**config.mk**
```make
export PLATFORM = sky130hd
export DESIGN_NAME = keypad_debounce_pin_entry
export DESIGN_NICKNAME = d
export VERILOG_FILES = /design/src/kpd_pkg.sv /design/src/kpd_entry.sv /design/src/keypad_debounce_pin_entry.sv
export VERILOG_INCLUDE_DIRS = /design/src /design/src/src
export SDC_FILE = /design/constraint.sdc
export NUM_CORES = 1
export LEC_CHECK = 0
export ABC_CLOCK_PERIOD_IN_PS = 12950
export BUFFER_PORTS_ARGS = -buffer_cell sky130_fd_sc_hd__buf_2
export CAP_MARGIN = 30
export CELL_PAD_IN_SITES_DETAIL_PLACEMENT = 1
export CELL_PAD_IN_SITES_GLOBAL_PLACEMENT = 2
export CORE_MARGIN = 4
export CORE_UTILIZATION = 39
export CTS_BUF_LIST = sky130_fd_sc_hd__clkbuf_2
export DETAILED_ROUTE_END_ITERATION = 12
export PLACE_DENSITY = 0.88
export SETUP_SLACK_MARGIN = 0.5
export SLEW_MARGIN = 20
export SYNTH_ARGS = -nofsm -noshare
export SYNTH_HDL_FRONTEND = slang
export SYNTH_SLANG_ARGS = --single-unit
```
**constraint.sdc**
```tcl
create_clock -name aclk -period 12.95 [get_ports aclk]
set_input_delay 3.2375 -clock aclk [delete_from_list [all_inputs] [get_ports aclk]]
set_output_delay 3.2375 -clock aclk [all_outputs]
set_load 0.05 [all_outputs]
```
**src/keypad_debounce_pin_entry_assert.svh**
```systemverilog
// Assertion macros for the keypad poller.
// KPD_ASSERT_IMP: same-cycle implication, KPD_ASSERT_NXT: next-cycle implication.
`ifndef KEYPAD_DEBOUNCE_PIN_ENTRY_ASSERT_SVH
`define KEYPAD_DEBOUNCE_PIN_ENTRY_ASSERT_SVH
`ifndef ASSERT_OFF
`define KPD_ASSERT_IMP(label, clk, rstn, ante, cons) \
    label: assert property (@(posedge clk) disable iff (!(rstn)) (ante) |-> (cons)) \
        else $error("keypad poller: implication check failed");
`define KPD_ASSERT_NXT(label, clk, rstn, ante, cons) \
    label: assert property (@(posedge clk) disable iff (!(rstn)) (ante) |=> (cons)) \
        else $error("keypad poller: next-cycle check failed");
`else
`define KPD_ASSERT_IMP(label, clk, rstn, ante, cons)
`define KPD_ASSERT_NXT(label, clk, rstn, ante, cons)
`endif
`endif

```
**src/kpd_pkg.sv**
```systemverilog
`default_nettype none
package kpd_pkg;

    localparam int KPD_MAX_DIGITS = 8;

    localparam logic [4:0] NO_KEY = 5'd16;

    localparam logic [6:0] CHAR_STAR = 7'h2A;
    localparam logic [6:0] CHAR_HASH = 7'h23;
    localparam logic [6:0] CHAR_ZERO = 7'h30;
    localparam logic [6:0] CHAR_NINE = 7'h39;

    localparam logic [15:0] DEBOUNCE_RST   = 16'd30;
    localparam logic [31:0] TIMEOUT_RST    = 32'd10000;
    localparam logic [3:0]  PIN_MIN_RST    = 4'd4;
    localparam logic [3:0]  PIN_MAX_RST    = 4'd8;

    typedef enum logic [1:0] {
        CFG_DEBOUNCE = 2'd0,
        CFG_TIMEOUT  = 2'd1,
        CFG_PIN_MIN  = 2'd2,
        CFG_PIN_MAX  = 2'd3
    } kpd_cfg_idx_t;

    // debounced key event handed to the entry logic
    typedef struct packed {
        logic        fire;
        logic        locked;
        logic        clr;
        logic [6:0]  ch;
        logic [31:0] now;
    } kpd_key_evt_t;

    typedef struct packed {
        logic        pin_valid;
        logic [3:0]  pin_length;
        logic [31:0] pin_digits;
        logic [3:0]  entry_length;
        logic [31:0] entry_digits;
    } kpd_entry_res_t;

    // lowest set bit wins, NO_KEY when nothing pressed
    function automatic logic [4:0] first_key(input logic [15:0] keys);
        logic [4:0] k;
        k = NO_KEY;
        for (int i = 15; i >= 0; i--) begin
            if (keys[i]) begin
                k = 5'(i);
            end
        end
        return k;
    endfunction

    function automatic logic [6:0] key_ascii(input logic [3:0] idx);
        logic [6:0] c;
        unique case (idx)
            4'd0:  c = 7'h31;
            4'd1:  c = 7'h32;
            4'd2:  c = 7'h33;
            4'd3:  c = 7'h41;
            4'd4:  c = 7'h34;
            4'd5:  c = 7'h35;
            4'd6:  c = 7'h36;
            4'd7:  c = 7'h42;
            4'd8:  c = 7'h37;
            4'd9:  c = 7'h38;
            4'd10: c = 7'h39;
            4'd11: c = 7'h43;
            4'd12: c = CHAR_STAR;
            4'd13: c = CHAR_ZERO;
            4'd14: c = CHAR_HASH;
            4'd15: c = 7'h44;
            default: c = 7'h00;
        endcase
        return c;
    endfunction

endpackage
`default_nettype wire

```
**src/kpd_entry.sv**
```systemverilog
`default_nettype none
// PIN entry store: clears, idle timeout, digit append, PIN completion.
module kpd_entry
    import kpd_pkg::*;
#(
    parameter int MAX_DIGITS = KPD_MAX_DIGITS
) (
    input  wire logic           aclk,
    input  wire logic           aresetn,
    input  wire logic           en,
    input  wire kpd_key_evt_t   evt,
    input  wire logic [31:0]    timeout_ms,
    input  wire logic [3:0]     len_min,
    input  wire logic [3:0]     len_max,
    output kpd_entry_res_t      res
);

    localparam int CNT_W  = $clog2(MAX_DIGITS + 1);
    localparam int CMP_W  = (CNT_W > 4) ? CNT_W : 4;
    localparam int PACK_N = (MAX_DIGITS < 8) ? MAX_DIGITS : 8;

    logic [3:0]       store_reg [MAX_DIGITS];
    logic [3:0]       store_b   [MAX_DIGITS];
    logic [3:0]       store_next[MAX_DIGITS];
    logic [CNT_W-1:0] count_reg, count_next, cnt_b;
    logic [31:0]      last_time_reg, last_time_next, last_b, idle;
    logic             timing_reg, timing_next, tim_b;

    logic             wipe_a, wipe_b, wipe_c, timed_out;
    logic             active, is_star, is_hash, is_digit, pin_ok, append;
    logic [CMP_W-1:0] cnt_cmp;

    // first eight digits, unused nibbles zero
    function automatic logic [31:0] pack(input logic [3:0] st [MAX_DIGITS],
                                         input logic [CNT_W-1:0] n);
        logic [31:0] v;
        v = '0;
        for (int i = 0; i < PACK_N; i++) begin
            if (CNT_W'(i) < n) begin
                v[4*i +: 4] = st[i];
            end
        end
        return v;
    endfunction

    always_comb begin
        wipe_a    = evt.clr || evt.locked;
        idle      = evt.now - last_time_reg;
        timed_out = !evt.locked && !wipe_a && (count_reg != '0) && timing_reg
                    && (idle > timeout_ms);
        wipe_b    = wipe_a || timed_out;

        cnt_b  = wipe_b ? '0 : count_reg;
        tim_b  = wipe_b ? 1'b0 : timing_reg;
        last_b = wipe_b ? '0 : last_time_reg;
        for (int i = 0; i < MAX_DIGITS; i++) begin
            store_b[i] = wipe_b ? 4'd0 : store_reg[i];
        end

        active   = evt.fire && !evt.locked;
        is_star  = (evt.ch == CHAR_STAR);
        is_hash  = (evt.ch == CHAR_HASH);
        is_digit = (evt.ch >= CHAR_ZERO) && (evt.ch <= CHAR_NINE);
        cnt_cmp  = CMP_W'(cnt_b);

        // upper bound uncapped here, as for the PIN check
        pin_ok = active && is_hash && (cnt_cmp >= CMP_W'(len_min))
                 && (cnt_cmp <= CMP_W'(len_max));
        append = active && is_digit && (cnt_cmp < CMP_W'(len_max))
                 && (cnt_cmp < CMP_W'(MAX_DIGITS));
        wipe_c = active && (is_star || is_hash);

        count_next     = wipe_c ? '0 : (append ? cnt_b + CNT_W'(1) : cnt_b);
        timing_next    = wipe_c ? 1'b0 : (append ? 1'b1 : tim_b);
        last_time_next = wipe_c ? '0 : (append ? evt.now : last_b);
        for (int i = 0; i < MAX_DIGITS; i++) begin
            if (wipe_c) begin
                store_next[i] = 4'd0;
            end else if (append && (cnt_b == CNT_W'(i))) begin
                store_next[i] = evt.ch[3:0];
            end else begin
                store_next[i] = store_b[i];
            end
        end

        res.pin_valid    = pin_ok;
        res.pin_length   = pin_ok ? 4'(cnt_b) : 4'd0;
        res.pin_digits   = pin_ok ? pack(store_b, cnt_b) : 32'd0;
        res.entry_length = 4'(count_next);
        res.entry_digits = pack(store_next, count_next);
    end

    always_ff @(posedge aclk) begin
        if (!aresetn) begin
            count_reg     <= '0;
            timing_reg    <= 1'b0;
            last_time_reg <= '0;
            for (int i = 0; i < MAX_DIGITS; i++) begin
                store_reg[i] <= 4'd0;
            end
        end else if (en) begin
            count_reg     <= count_next;
            timing_reg    <= timing_next;
            last_time_reg <= last_time_next;
            for (int i = 0; i < MAX_DIGITS; i++) begin
                store_reg[i] <= store_next[i];
            end
        end
    end

endmodule
`default_nettype wire

```
**src/keypad_debounce_pin_entry.sv**
```systemverilog
`default_nettype none
// Channel   Dir  Handshake          Payload
// s_ poll   in   s_valid / s_ready  pressed_keys, now_ms, locked_out, clear_request
// m_ result out  m_valid / m_ready  key_valid, key_char, pin_valid, pin_length,
//                                   pin_digits, entry_length, entry_digits
// cfg       in   cfg_we             cfg_addr, cfg_wdata
//
// One poll word per clock sustained while m_ready holds; a word passes from the input register
// into the result register and from there appears at m_.
// Debounce and entry state advance only when a word moves from the input
// register into the result register, so a stalled m_ side freezes them.
// Synchronous active-low reset returns config to defaults and clears all state.
// s_ready stays high while the result register is empty or being drained.
`include "keypad_debounce_pin_entry_assert.svh"
module keypad_debounce_pin_entry
    import kpd_pkg::*;
#(
    parameter int MAX_DIGITS = KPD_MAX_DIGITS
) (
    input  wire logic        aclk,
    input  wire logic        aresetn,

    input  wire logic        cfg_we,
    input  wire logic [1:0]  cfg_addr,
    input  wire logic [31:0] cfg_wdata,

    input  wire logic        s_valid,
    output logic             s_ready,
    input  wire logic [15:0] s_pressed_keys,
    input  wire logic [31:0] s_now_ms,
    input  wire logic        s_locked_out,
    input  wire logic        s_clear_request,

    output logic             m_valid,
    input  wire logic        m_ready,
    output logic             m_key_valid,
    output logic [6:0]       m_key_char,
    output logic             m_pin_valid,
    output logic [3:0]       m_pin_length,
    output logic [31:0]      m_pin_digits,
    output logic [3:0]       m_entry_length,
    output logic [31:0]      m_entry_digits
);

    // config registers
    logic [15:0] debounce_reg;
    logic [31:0] timeout_reg;
    logic [3:0]  pin_min_reg, pin_max_reg;

    // input register
    logic        in_valid_reg;
    logic [15:0] in_keys_reg;
    logic [31:0] in_now_reg;
    logic        in_locked_reg, in_clr_reg;

    // debounce state
    logic [4:0]  last_raw_reg, stable_reg;
    logic [31:0] change_time_reg;

    // result register
    logic        out_valid_reg;
    logic        out_key_valid_reg;
    logic [6:0]  out_key_char_reg;
    kpd_entry_res_t out_res_reg;

    logic           advance;
    logic [4:0]     raw;
    logic [31:0]    change_time_next, held;
    logic           fire_cand, key_fire;
    logic [6:0]     ch;
    kpd_key_evt_t   evt;
    kpd_entry_res_t entry_res;
    logic           hash_done;

    assign advance = in_valid_reg && (!out_valid_reg || m_ready);
    assign s_ready = !in_valid_reg || advance;

    always_ff @(posedge aclk) begin
        if (!aresetn) begin
            debounce_reg <= DEBOUNCE_RST;
            timeout_reg  <= TIMEOUT_RST;
            pin_min_reg  <= PIN_MIN_RST;
            pin_max_reg  <= PIN_MAX_RST;
        end else if (cfg_we) begin
            unique case (kpd_cfg_idx_t'(cfg_addr))
                CFG_DEBOUNCE: debounce_reg <= cfg_wdata[15:0];
                CFG_TIMEOUT:  timeout_reg  <= cfg_wdata;
                CFG_PIN_MIN:  pin_min_reg  <= cfg_wdata[3:0];
                CFG_PIN_MAX:  pin_max_reg  <= cfg_wdata[3:0];
            endcase
        end
    end

    // Input stage
    always_ff @(posedge aclk) begin
        if (!aresetn) begin
            in_valid_reg <= 1'b0;
        end else if (s_valid && s_ready) begin
            in_valid_reg <= 1'b1;
        end else if (advance) begin
            in_valid_reg <= 1'b0;
        end
    end

    always_ff @(posedge aclk) begin
        if (s_valid && s_ready) begin
            in_keys_reg   <= s_pressed_keys;
            in_now_reg    <= s_now_ms;
            in_locked_reg <= s_locked_out;
            in_clr_reg    <= s_clear_request;
        end
    end

    // Debounce: raw key must sit unchanged for debounce_ms; a change restarts
    // the hold from this poll's timestamp (zero hold accepts at once).
    always_comb begin
        raw              = first_key(in_keys_reg);
        change_time_next = (raw != last_raw_reg) ? in_now_reg : change_time_reg;
        held             = in_now_reg - change_time_next;
        fire_cand        = (held >= {16'd0, debounce_reg}) && (stable_reg != raw);
        key_fire         = fire_cand && (raw != NO_KEY);
        ch               = key_fire ? key_ascii(raw[3:0]) : 7'd0;

        evt.fire   = key_fire;
        evt.locked = in_locked_reg;
        evt.clr    = in_clr_reg;
        evt.ch     = ch;
        evt.now    = in_now_reg;
    end

    always_ff @(posedge aclk) begin
        if (!aresetn) begin
            last_raw_reg    <= NO_KEY;
            stable_reg      <= NO_KEY;
            change_time_reg <= '0;
        end else if (advance) begin
            last_raw_reg    <= raw;
            change_time_reg <= change_time_next;
            if (fire_cand) begin
                stable_reg <= raw;
            end
        end
    end

    kpd_entry #(
        .MAX_DIGITS (MAX_DIGITS)
    ) u_entry (
        .aclk        (aclk),
        .aresetn     (aresetn),
        .en          (advance),
        .evt         (evt),
        .timeout_ms  (timeout_reg),
        .len_min     (pin_min_reg),
        .len_max     (pin_max_reg),
        .res         (entry_res)
    );

    // Result stage
    always_ff @(posedge aclk) begin
        if (!aresetn) begin
            out_valid_reg <= 1'b0;
        end else if (advance) begin
            out_valid_reg <= 1'b1;
        end else if (m_ready) begin
            out_valid_reg <= 1'b0;
        end
    end

    always_ff @(posedge aclk) begin
        if (advance) begin
            out_key_valid_reg <= key_fire;
            out_key_char_reg  <= ch;
            out_res_reg       <= entry_res;
        end
    end

    assign m_valid        = out_valid_reg;
    assign m_key_valid    = out_key_valid_reg;
    assign m_key_char     = out_key_char_reg;
    assign m_pin_valid    = out_res_reg.pin_valid;
    assign m_pin_length   = out_res_reg.pin_length;
    assign m_pin_digits   = out_res_reg.pin_digits;
    assign m_entry_length = out_res_reg.entry_length;
    assign m_entry_digits = out_res_reg.entry_digits;

    // fresh '#' with the entry left empty
    assign hash_done = m_key_valid && (m_key_char == CHAR_HASH) && (m_entry_length == 4'd0);

    // a completed PIN only ever comes from a fresh '#' and leaves the entry empty
    `KPD_ASSERT_IMP(a_pin_from_hash, aclk, aresetn, m_valid && m_pin_valid, hash_done)
    // input side stalls only behind a full, stalled result register
    `KPD_ASSERT_IMP(a_ready_stall, aclk, aresetn, !s_ready, in_valid_reg && out_valid_reg && !m_ready)
    // every word that leaves the input stage shows up as a result
    `KPD_ASSERT_NXT(a_advance_out, aclk, aresetn, advance, m_valid)
    // no key, no character
    `KPD_ASSERT_IMP(a_char_zero, aclk, aresetn, m_valid && !m_key_valid, m_key_char == 7'd0)

endmodule
`default_nettype wire

```
==> insert_results.sql, run 1 <==
INSERT INTO impl_metrics (metric_group, metric, value, unit) VALUES
('detailed_routing', 'drt.antenna.violating_nets', '0', ''),
('timing', 'timing_hold_violations_final', '0', ''),
('clocking', 'ctsLongestPathBuffers', '3', ''),
('floorplan', 'fp.coreArea', '0.0430', 'mm²'),
('synthesis', 'synth_largest_area_cell', 'sky130_fd_sc_hd__edfxtp_1', ''),
('timing', 'final.setup_skew', '139', 'ps'),
('synthesis', 'ys.warnings.count', '0', ''),
('synthesis', 'post_synth_and_or_nand_nor_area_fraction', '16.2', '%'),
('synthesis', 'yosys.cell_types.count', '81', ''),
('layout', 'finalInstanceArea', '0.0192', 'mm²'),
('timing', 'slew_viol_final', '0', ''),
('min_path', 'holdCritPathClass', 'reg2reg', ''),
('detailed_routing', 'vias', '14100', ''),
('floorplan', 'die_w', '216', 'µm'),
('floorplan', 'initial_utilization', '39.4', '%'),
('global_route', 'first_pass_grt_wire_length', '79600', 'µm'),
('detailed_routing', 'detail_route.drc_violations', '0', ''),
('placed_design', 'dp_hpwl', '37100', 'µm'),
('timing', 'timing.final.setup_violations', '0', ''),
('worst_setup_path', 'crit_required', '13730', 'ps'),
('placed_design', 'port_buffers', '171', ''),
('timing', 'rsz_0062_raised_after_global_routing', 'false', ''),
('placed_design', 'routability_cong', '0.893', ''),
('power_and_ir_drop', 'comb_pwr_share', '20.7', '%'),
('floorplan', 'num_rows', '76', ''),
('timing', 'tightest_slew', '949', 'ps'),
('worst_setup_path', 'worst-endpoint-arrival', '12430', 'ps'),
('worst_setup_path', 'timing.critical_path.slowest_cell_delay', '850', 'ps'),
('detailed_routing', 'detailedRoute.firstPassIterationCount', '5', ''),
('clocking', 'cts_tree', 'done', ''),
('synthesis', 'synth.cell_area', '0.0169', 'mm²'),
('layout', 'finish.net_count', '2170', ''),
('synthesis', 'sequential_element_share_of_the_synthesized_area', '45.1', '%'),
('power_and_ir_drop', 'p_int', '1.52', 'mW'),
('worst_setup_path', 'setup.worst_path.end_class', 'flop', ''),
('power_and_ir_drop', 'sw_frac_of_total', '32.8', '%'),
('synthesis', 'synth_ff_type', 'sky130_fd_sc_hd__edfxtp_1', ''),
('power_and_ir_drop', 'power.static_leakage', '8.05', 'nW'),
('timing', 'fmaxAchievable', '0.0858', 'GHz'),
('detailed_routing', 'wl', '49800', 'µm'),
('global_route', 'antenna_found_initial', '2', ''),
('global_route', 'grt_overflow_total', '0', ''),
('power_and_ir_drop', 'sequentialPowerShare', '47.6', '%'),
('global_route', 'grt_start_max_net_pins', '58', ''),
('layout', 'layout-drive-gt1-share', '18.7', '%'),
('synthesis', 'async_reset_ff_share', '0', '%'),
('global_route', 'number_of_global_route_vias_before_repair', '14700', ''),
('worst_setup_path', 'path_max_fanout', '22', ''),
('worst_setup_path', 'timing.critical_path.slowest_stage_cell', 'sky130_fd_sc_hd__o211a_1', ''),
('floorplan', 'chipHeight', '216', 'µm'),
('power_and_ir_drop', 'power-per-cell-area', '118', 'mW/mm²'),
('floorplan', 'boundaryPins', '172', ''),
('timing', 'layout_min_cycle_time', '11650', 'ps'),
('timing', 'setup_tns', '0', 'ps'),
('outcome', 'status', 'finished clean', ''),
('timing', 'period_share', '90.0', '%'),
('synthesis', 'combinational_family_with_the_most_area_after_synthesis', 'compound AO/OA/AOI/OAI gates', ''),
('synthesis', 'synth_mux_area_share', '4.58', '%'),
('clocking', 'clk_pin_slew_worst_paths', '90', 'ps'),
('detailed_routing', 'avgRoutedWirePerCell', '19.1', 'µm'),
('power_and_ir_drop', 'relative_contribution_of_the_clock_network_to_total_power', '31.7', '%'),
('power_and_ir_drop', 'switchingPower', '743', 'µW'),
('synthesis', 'postSynthRegisterBits', '300', ''),
('synthesis', 'post_synth_inst_count', '1755', ''),
('synthesis', 'syn_avg_cell_area', '9.65', 'µm²'),
('layout', 'syn_to_final_growth', '13.3', '%'),
('synthesis', 'synth_largest_type_area_fraction', '28.9', '%'),
('power_and_ir_drop', 'peakVddDrop', '0.0532', 'mV'),
('layout', 'filler_cell_count', '5056', ''),
('floorplan', 'design.die.area', '0.0468', 'mm²'),
('clocking', 'clock_latency', '1100', 'ps');
==> through the flow <==
| stage | total power, mW | cells | worst slack (ps) | utilization, % |
|---|---|---|---|---|
| 3_3_place_gp | 1.55 | 2453 | 1310 | 42.6 |
| 3_5_place_dp | 1.57 | 2455 | 1560 | 42.7 |
| 2_1_floorplan | 1.43 | 1755 | 3920 | - |
| 4_1_cts | 2.30 | 2601 | 1480 | 44.6 |
| 5_1_grt | 2.41 | 2607 | 519 | 44.6 |
| 6_report | 2.26 | 2607 | 1300 | 44.6 |
==> power groups by stage <==
stage	logic, mW	clock network (mW)	registers (mW)
5_1_grt	0.522	0.807	1.08
2_1_floorplan	0.305	0	1.12
6_report	0.468	0.718	1.08
4_1_cts	0.470	0.750	1.08
3_5_place_dp	0.466	0	1.10
3_3_place_gp	0.450	0	1.10
==> final cells by class <==
cell class,count,area share (%)
Sequential cell,300,39.8
Inverter,137,2.69
Multi-Input combinational cell,1244,44.1
Clock buffer,114,2.97
Tap cell,585,3.82
Antenna cell,5,0.0652
Timing Repair Buffer,190,5.37
Clock inverter,32,1.13
==> Yosys cell counts, types with 14 or more instances <==
master                     count
sky130_fd_sc_hd__a211oi_1     40
sky130_fd_sc_hd__nor2_1      139
sky130_fd_sc_hd__xnor2_1      39
sky130_fd_sc_hd__clkbuf_1     54
sky130_fd_sc_hd__a22o_1       31
sky130_fd_sc_hd__o211ai_1     18
sky130_fd_sc_hd__ha_1        124
sky130_fd_sc_hd__nor3_1       24
sky130_fd_sc_hd__a31oi_1      14
sky130_fd_sc_hd__nand3_1      26
sky130_fd_sc_hd__nor2b_1      25
sky130_fd_sc_hd__dfxtp_1     137
sky130_fd_sc_hd__nand2b_1     21
sky130_fd_sc_hd__nand2_1     198
sky130_fd_sc_hd__inv_1       137
sky130_fd_sc_hd__nand4_1      22
sky130_fd_sc_hd__edfxtp_1    163
sky130_fd_sc_hd__a21oi_1     140
sky130_fd_sc_hd__mux2i_1      46
sky130_fd_sc_hd__and2_1       16
sky130_fd_sc_hd__o21ai_0      54
sky130_fd_sc_hd__and3_1       25
sky130_fd_sc_hd__a21o_1       34
sky130_fd_sc_hd__mux2_2       28
==> worst max-delay path: cells and delay by family (launching register included) <==
kind,cells,cell delay [ps]
xor+xnor,1,110
buf+inv,4,890
fa+ha+maj,4,1200
flops,1,450
simple gates,9,2580
compound gates,22,6140
==> cells by family (layout without fill, tap and decap cells) <==
kind of cell | Yosys count | count (layout)
xor+xnor | 52 | 52
flops | 300 | 300
mux | 74 | 74
other cells | 0 | 5
simple gates | 563 | 563
buf+inv | 211 | 473
fa+ha+maj | 128 | 128
compound gates | 427 | 427
==> final timing paths <==
path / startpoint / to / slack [ps] / cells past startpoint
hold reg to reg: timeout_reg[30] / timeout_reg[30] / 460 / 2
hold / removal: timeout_reg[30] / timeout_reg[30] / 460 / 2
setup reg to reg: in_now_reg[0] / m_entry_digits[17] / 1300 / 40
setup / recovery: in_now_reg[0] / m_entry_digits[17] / 1300 / 40
==> layer usage <==
layer  part of all wire [%]  up-vias  routed length, µm  global-route usage [%]
met2                     49      306              24400                    36.3
met5                      0        -                  0                       0
met4                    2.5        0               1230                    6.70
met3                    4.5       85               2230                    4.36
met1                     44     6895              22000                    26.7
li1                       -     6783                  -                       -
==> layout by cell type, fill, tap and decap left out, drive strengths merged, types with 8 or more instances in the layout <==
cell type | Yosys | layout
ha | 124 | 124
xor2 | 13 | 13
or4 | 11 | 11
a211oi | 41 | 41
nor4 | 9 | 9
and3 | 25 | 25
buf | 20 | 190
nand4 | 22 | 22
nand2 | 198 | 198
o211a | 9 | 9
and3b | 9 | 9
a22o | 31 | 31
nor2 | 139 | 139
or3 | 9 | 9
inv | 137 | 139
clkinv | 0 | 25
o211ai | 19 | 19
xnor2 | 39 | 39
nor2b | 25 | 25
nor3 | 24 | 24
a21o | 34 | 34
mux2i | 46 | 46
a31oi | 15 | 15
o31ai | 8 | 8
mux2 | 28 | 28
nand3 | 27 | 27
clkbuf | 54 | 114
o21a | 11 | 11
nand2b | 21 | 21
a21oi | 141 | 141
and2 | 16 | 16
edfxtp | 163 | 163
dfxtp | 137 | 137
o21ai | 58 | 58
No activity file was read; power rests on OpenSTA's default activity.
==> run 2, diff against run 1 <==
Settings changed: PLACE_DENSITY 0.88 to default, PLACE_DENSITY_LB_ADDON from default to 0.1.
==> run 2 against run 1 <==
Sequential power about the same. Global-route usage grew 0.49 points. Wire length grew 2.2%. Clock power grew 0.8%. Sequential share of layout area decreased by 0.080 points. Fmax increased by 8.4%. Non-clock buffer count grew 2. Via count shrank 1.5%. Clock skew fell by 55 ps. Critical path type unchanged. Largest cell class unchanged.
==> insert_results.sql, run 2 (synthesis gave the netlist of run 1 again) <==
INSERT INTO impl_metrics (metric_group, metric, value, unit) VALUES
('timing', 'rsz_0062_raised_after_global_routing', 'false', ''),
('global_route', 'grt_overflow_total', '0', ''),
('timing', 'period_share', '83.0', '%'),
('detailed_routing', 'detailedRoute.firstPassIterationCount', '5', ''),
('detailed_routing', 'vias', '13900', ''),
('clocking', 'h_tree_depth_reported_by_cts', '3', ''),
('timing', 'final.setup.worst_slack', '2200', 'ps'),
('global_route', 'number_of_global_route_vias_before_repair', '14500', ''),
('worst_setup_path', 'setup.worst_path.class', 'reg2reg', ''),
('layout', 'syn_to_final_growth', '13.5', '%'),
('timing', 'setup_tns', '0', 'ps'),
('timing', 'max_slew_margin', '43.0', '%'),
('clocking', 'cts_made_buffers', '86', ''),
('floorplan', 'die_w', '216', 'µm'),
('worst_setup_path', 'timing.critical_path.slowest_cell_delay', '750', 'ps'),
('clocking', 'postCtsHoldBufs', '0', ''),
('clocking', 'cts_tree', 'done', ''),
('worst_setup_path', 'crit_required', '13660', 'ps'),
('layout', 'layout.cells.most_common_list', 'sky130_fd_sc_hd__nand2_1, sky130_fd_sc_hd__buf_2, sky130_fd_sc_hd__edfxtp_1, sky130_fd_sc_hd__a21oi_1, sky130_fd_sc_hd__nor2_1', ''),
('placed_design', 'preCtsSetupSlack', '2240', 'ps'),
('outcome', 'status', 'finished clean', ''),
('clocking', 'clk_pin_slew_worst_paths', '90', 'ps'),
('detailed_routing', 'via_per_inst', '5.30', ''),
('floorplan', 'fp.coreArea', '0.0430', 'mm²'),
('floorplan', 'boundaryPins', '172', ''),
('clocking', 'clock_latency', '1040', 'ps'),
('global_route', 'antenna_found_initial', '2', ''),
('timing', 'timing.final.setup_violations', '0', ''),
('worst_setup_path', 'path_max_fanout', '9', ''),
('worst_setup_path', 'setup.worst_path.end_class', 'flop', ''),
('clocking', 'clk_root_buffer_cell', 'sky130_fd_sc_hd__clkbuf_2', ''),
('detailed_routing', 'wl', '50900', 'µm'),
('layout', 'final_common_cell', 'sky130_fd_sc_hd__nand2_1', ''),
('worst_setup_path', 'timing.critical_path.slowest_stage_cell', 'sky130_fd_sc_hd__a2111oi_0', ''),
('detailed_routing', 'avgRoutedWirePerCell', '19.5', 'µm'),
('clocking', 'setup_repair_bufs_after_cts', '0', ''),
('power_and_ir_drop', 'power.static_leakage', '8.10', 'nW'),
('floorplan', 'num_rows', '76', ''),
('placed_design', 'routability_cong', '0.890', ''),
('power_and_ir_drop', 'peakVddDrop', '0.0590', 'mV'),
('min_path', 'holdCritPathClass', 'reg2reg', ''),
('timing', 'layout_min_cycle_time', '10750', 'ps'),
('clocking', 'ctsLongestPathBuffers', '3', ''),
('worst_setup_path', 'worst-endpoint-arrival', '11460', 'ps'),
('timing', 'final.setup_skew', '84.5', 'ps'),
('global_route', 'first_pass_grt_wire_length', '80200', 'µm'),
('floorplan', 'initial_utilization', '39.4', '%'),
('detailed_routing', 'drt-initial-drc-count', '570', ''),
('global_route', 'use_met1', '25.9', '%'),
('placed_design', 'port_buffers', '171', ''),
('detailed_routing', 'drt.antenna.violating_nets', '0', ''),
('layout', 'layout-drive-gt1-share', '18.9', '%'),
('clocking', 'tritoncts_num_sinks', '300', ''),
('timing', 'timing_hold_violations_final', '0', ''),
('global_route', 'grt_start_max_net_pins', '80', ''),
('worst_setup_path', 'timing.critical_path.buf_inv', '2', ''),
('detailed_routing', 'detail_route.drc_violations', '0', ''),
('timing', 'slew_viol_final', '0', ''),
('global_route', 'grt_use_met3', '3.31', '%'),
('floorplan', 'chipHeight', '216', 'µm'),
('global_route', 'grt_most_used_layer', 'met2', ''),
('timing', 'fmaxAchievable', '0.0930', 'GHz'),
('placed_design', 'dp_hpwl', '37600', 'µm'),
('layout', 'filler_cell_count', '5084', ''),
('global_route', 'gr-usage-met2', '39.5', '%'),
('power_and_ir_drop', 'power-per-cell-area', '118', 'mW/mm²'),
('worst_setup_path', 'startpoint_type', 'flop', ''),
('layout', 'finish.net_count', '2176', ''),
('clocking', 'cts-resized-gates', '0', ''),
('floorplan', 'design.die.area', '0.0468', 'mm²'),
('timing', 'tightest_slew', '849', 'ps'),
('global_route', 'grtUsageTotal', '21.6', '%'),
('flow_run', 'cap_violations', '0', ''),
('worst_setup_path', 'timing.critical_path.max_delay_family', 'compound AO/OA/AOI/OAI gates', '');
-- run 2: changes by cell type in the layout (fill, tap and decap cells not counted), sizes merged --
cell      before  now
bufinv         3    2
buf          190  192
clkbuf       114  126
inv          139  141
diode          5    1
clkinvlp       2    0
clkinv        25   24
-- run 2: worst paths after layout --
| kind | from | end | slack (ps) | cells past startpoint |
|---|---|---|---|---|
| hold / removal | timeout_reg[3] | timeout_reg[3] | 460 | 2 |
| setup reg to reg | in_now_reg[1] | m_entry_digits[2] | 2200 | 37 |
| setup / recovery | in_now_reg[1] | m_entry_digits[2] | 2200 | 37 |
| hold reg to reg | timeout_reg[3] | timeout_reg[3] | 460 | 2 |
-- run 2: final cells by class --
type                       instances  area [µm²]  area share (%)
inverter                         137         517            2.69
sequential                       300        7640            39.7
clock inverter                    30         171           0.892
tap                              585         732            3.81
antenna                            1        2.50          0.0130
clock buffer                     126         631            3.28
multi-input combinational       1244        8470            44.1
timing repair buffer             192        1060            5.52
-- run 2: where the power goes --
part / internal [mW] / switching (mW) / total, mW
clock network: 0.301 / 0.423 / 0.724
logic: 0.173 / 0.296 / 0.470
registers: 1.05 / 0.0316 / 1.08
-- run 2: per-stage QoR --
step | instance area [µm²] | hold WS (ps) | total power, mW | std cells | util [%]
2_1_floorplan | 16900 | 436 | 1.43 | 1755 | -
3_3_place_gp | 18300 | 444 | 1.56 | 2452 | 42.6
3_5_place_dp | 18400 | 451 | 1.57 | 2455 | 42.7
4_1_cts | 19200 | 464 | 2.32 | 2611 | 44.6
5_1_grt | 19200 | 482 | 2.42 | 2615 | 44.7
6_report | 19200 | 458 | 2.27 | 2615 | 44.7
-- run 2: routing by layer --
metal | vias up | part of all wire, %
li1 | 6787 | -
met1 | 6723 | 42
met2 | 266 | 52
met3 | 78 | 3.8
met4 | 2 | 2.3
met5 | - | 0.026
-- run 2: worst reg2reg max path, delay by kind of cell, from the launching register on --
kind / cells / cell delay (ps)
and+or+nand+nor: 10 / 2480
buffers and inverters: 2 / 480
DFF: 1 / 530
AOI/OAI and AO/OA: 21 / 5890
adders and majority gates: 3 / 960
xor gates and xnor gates: 1 / 130
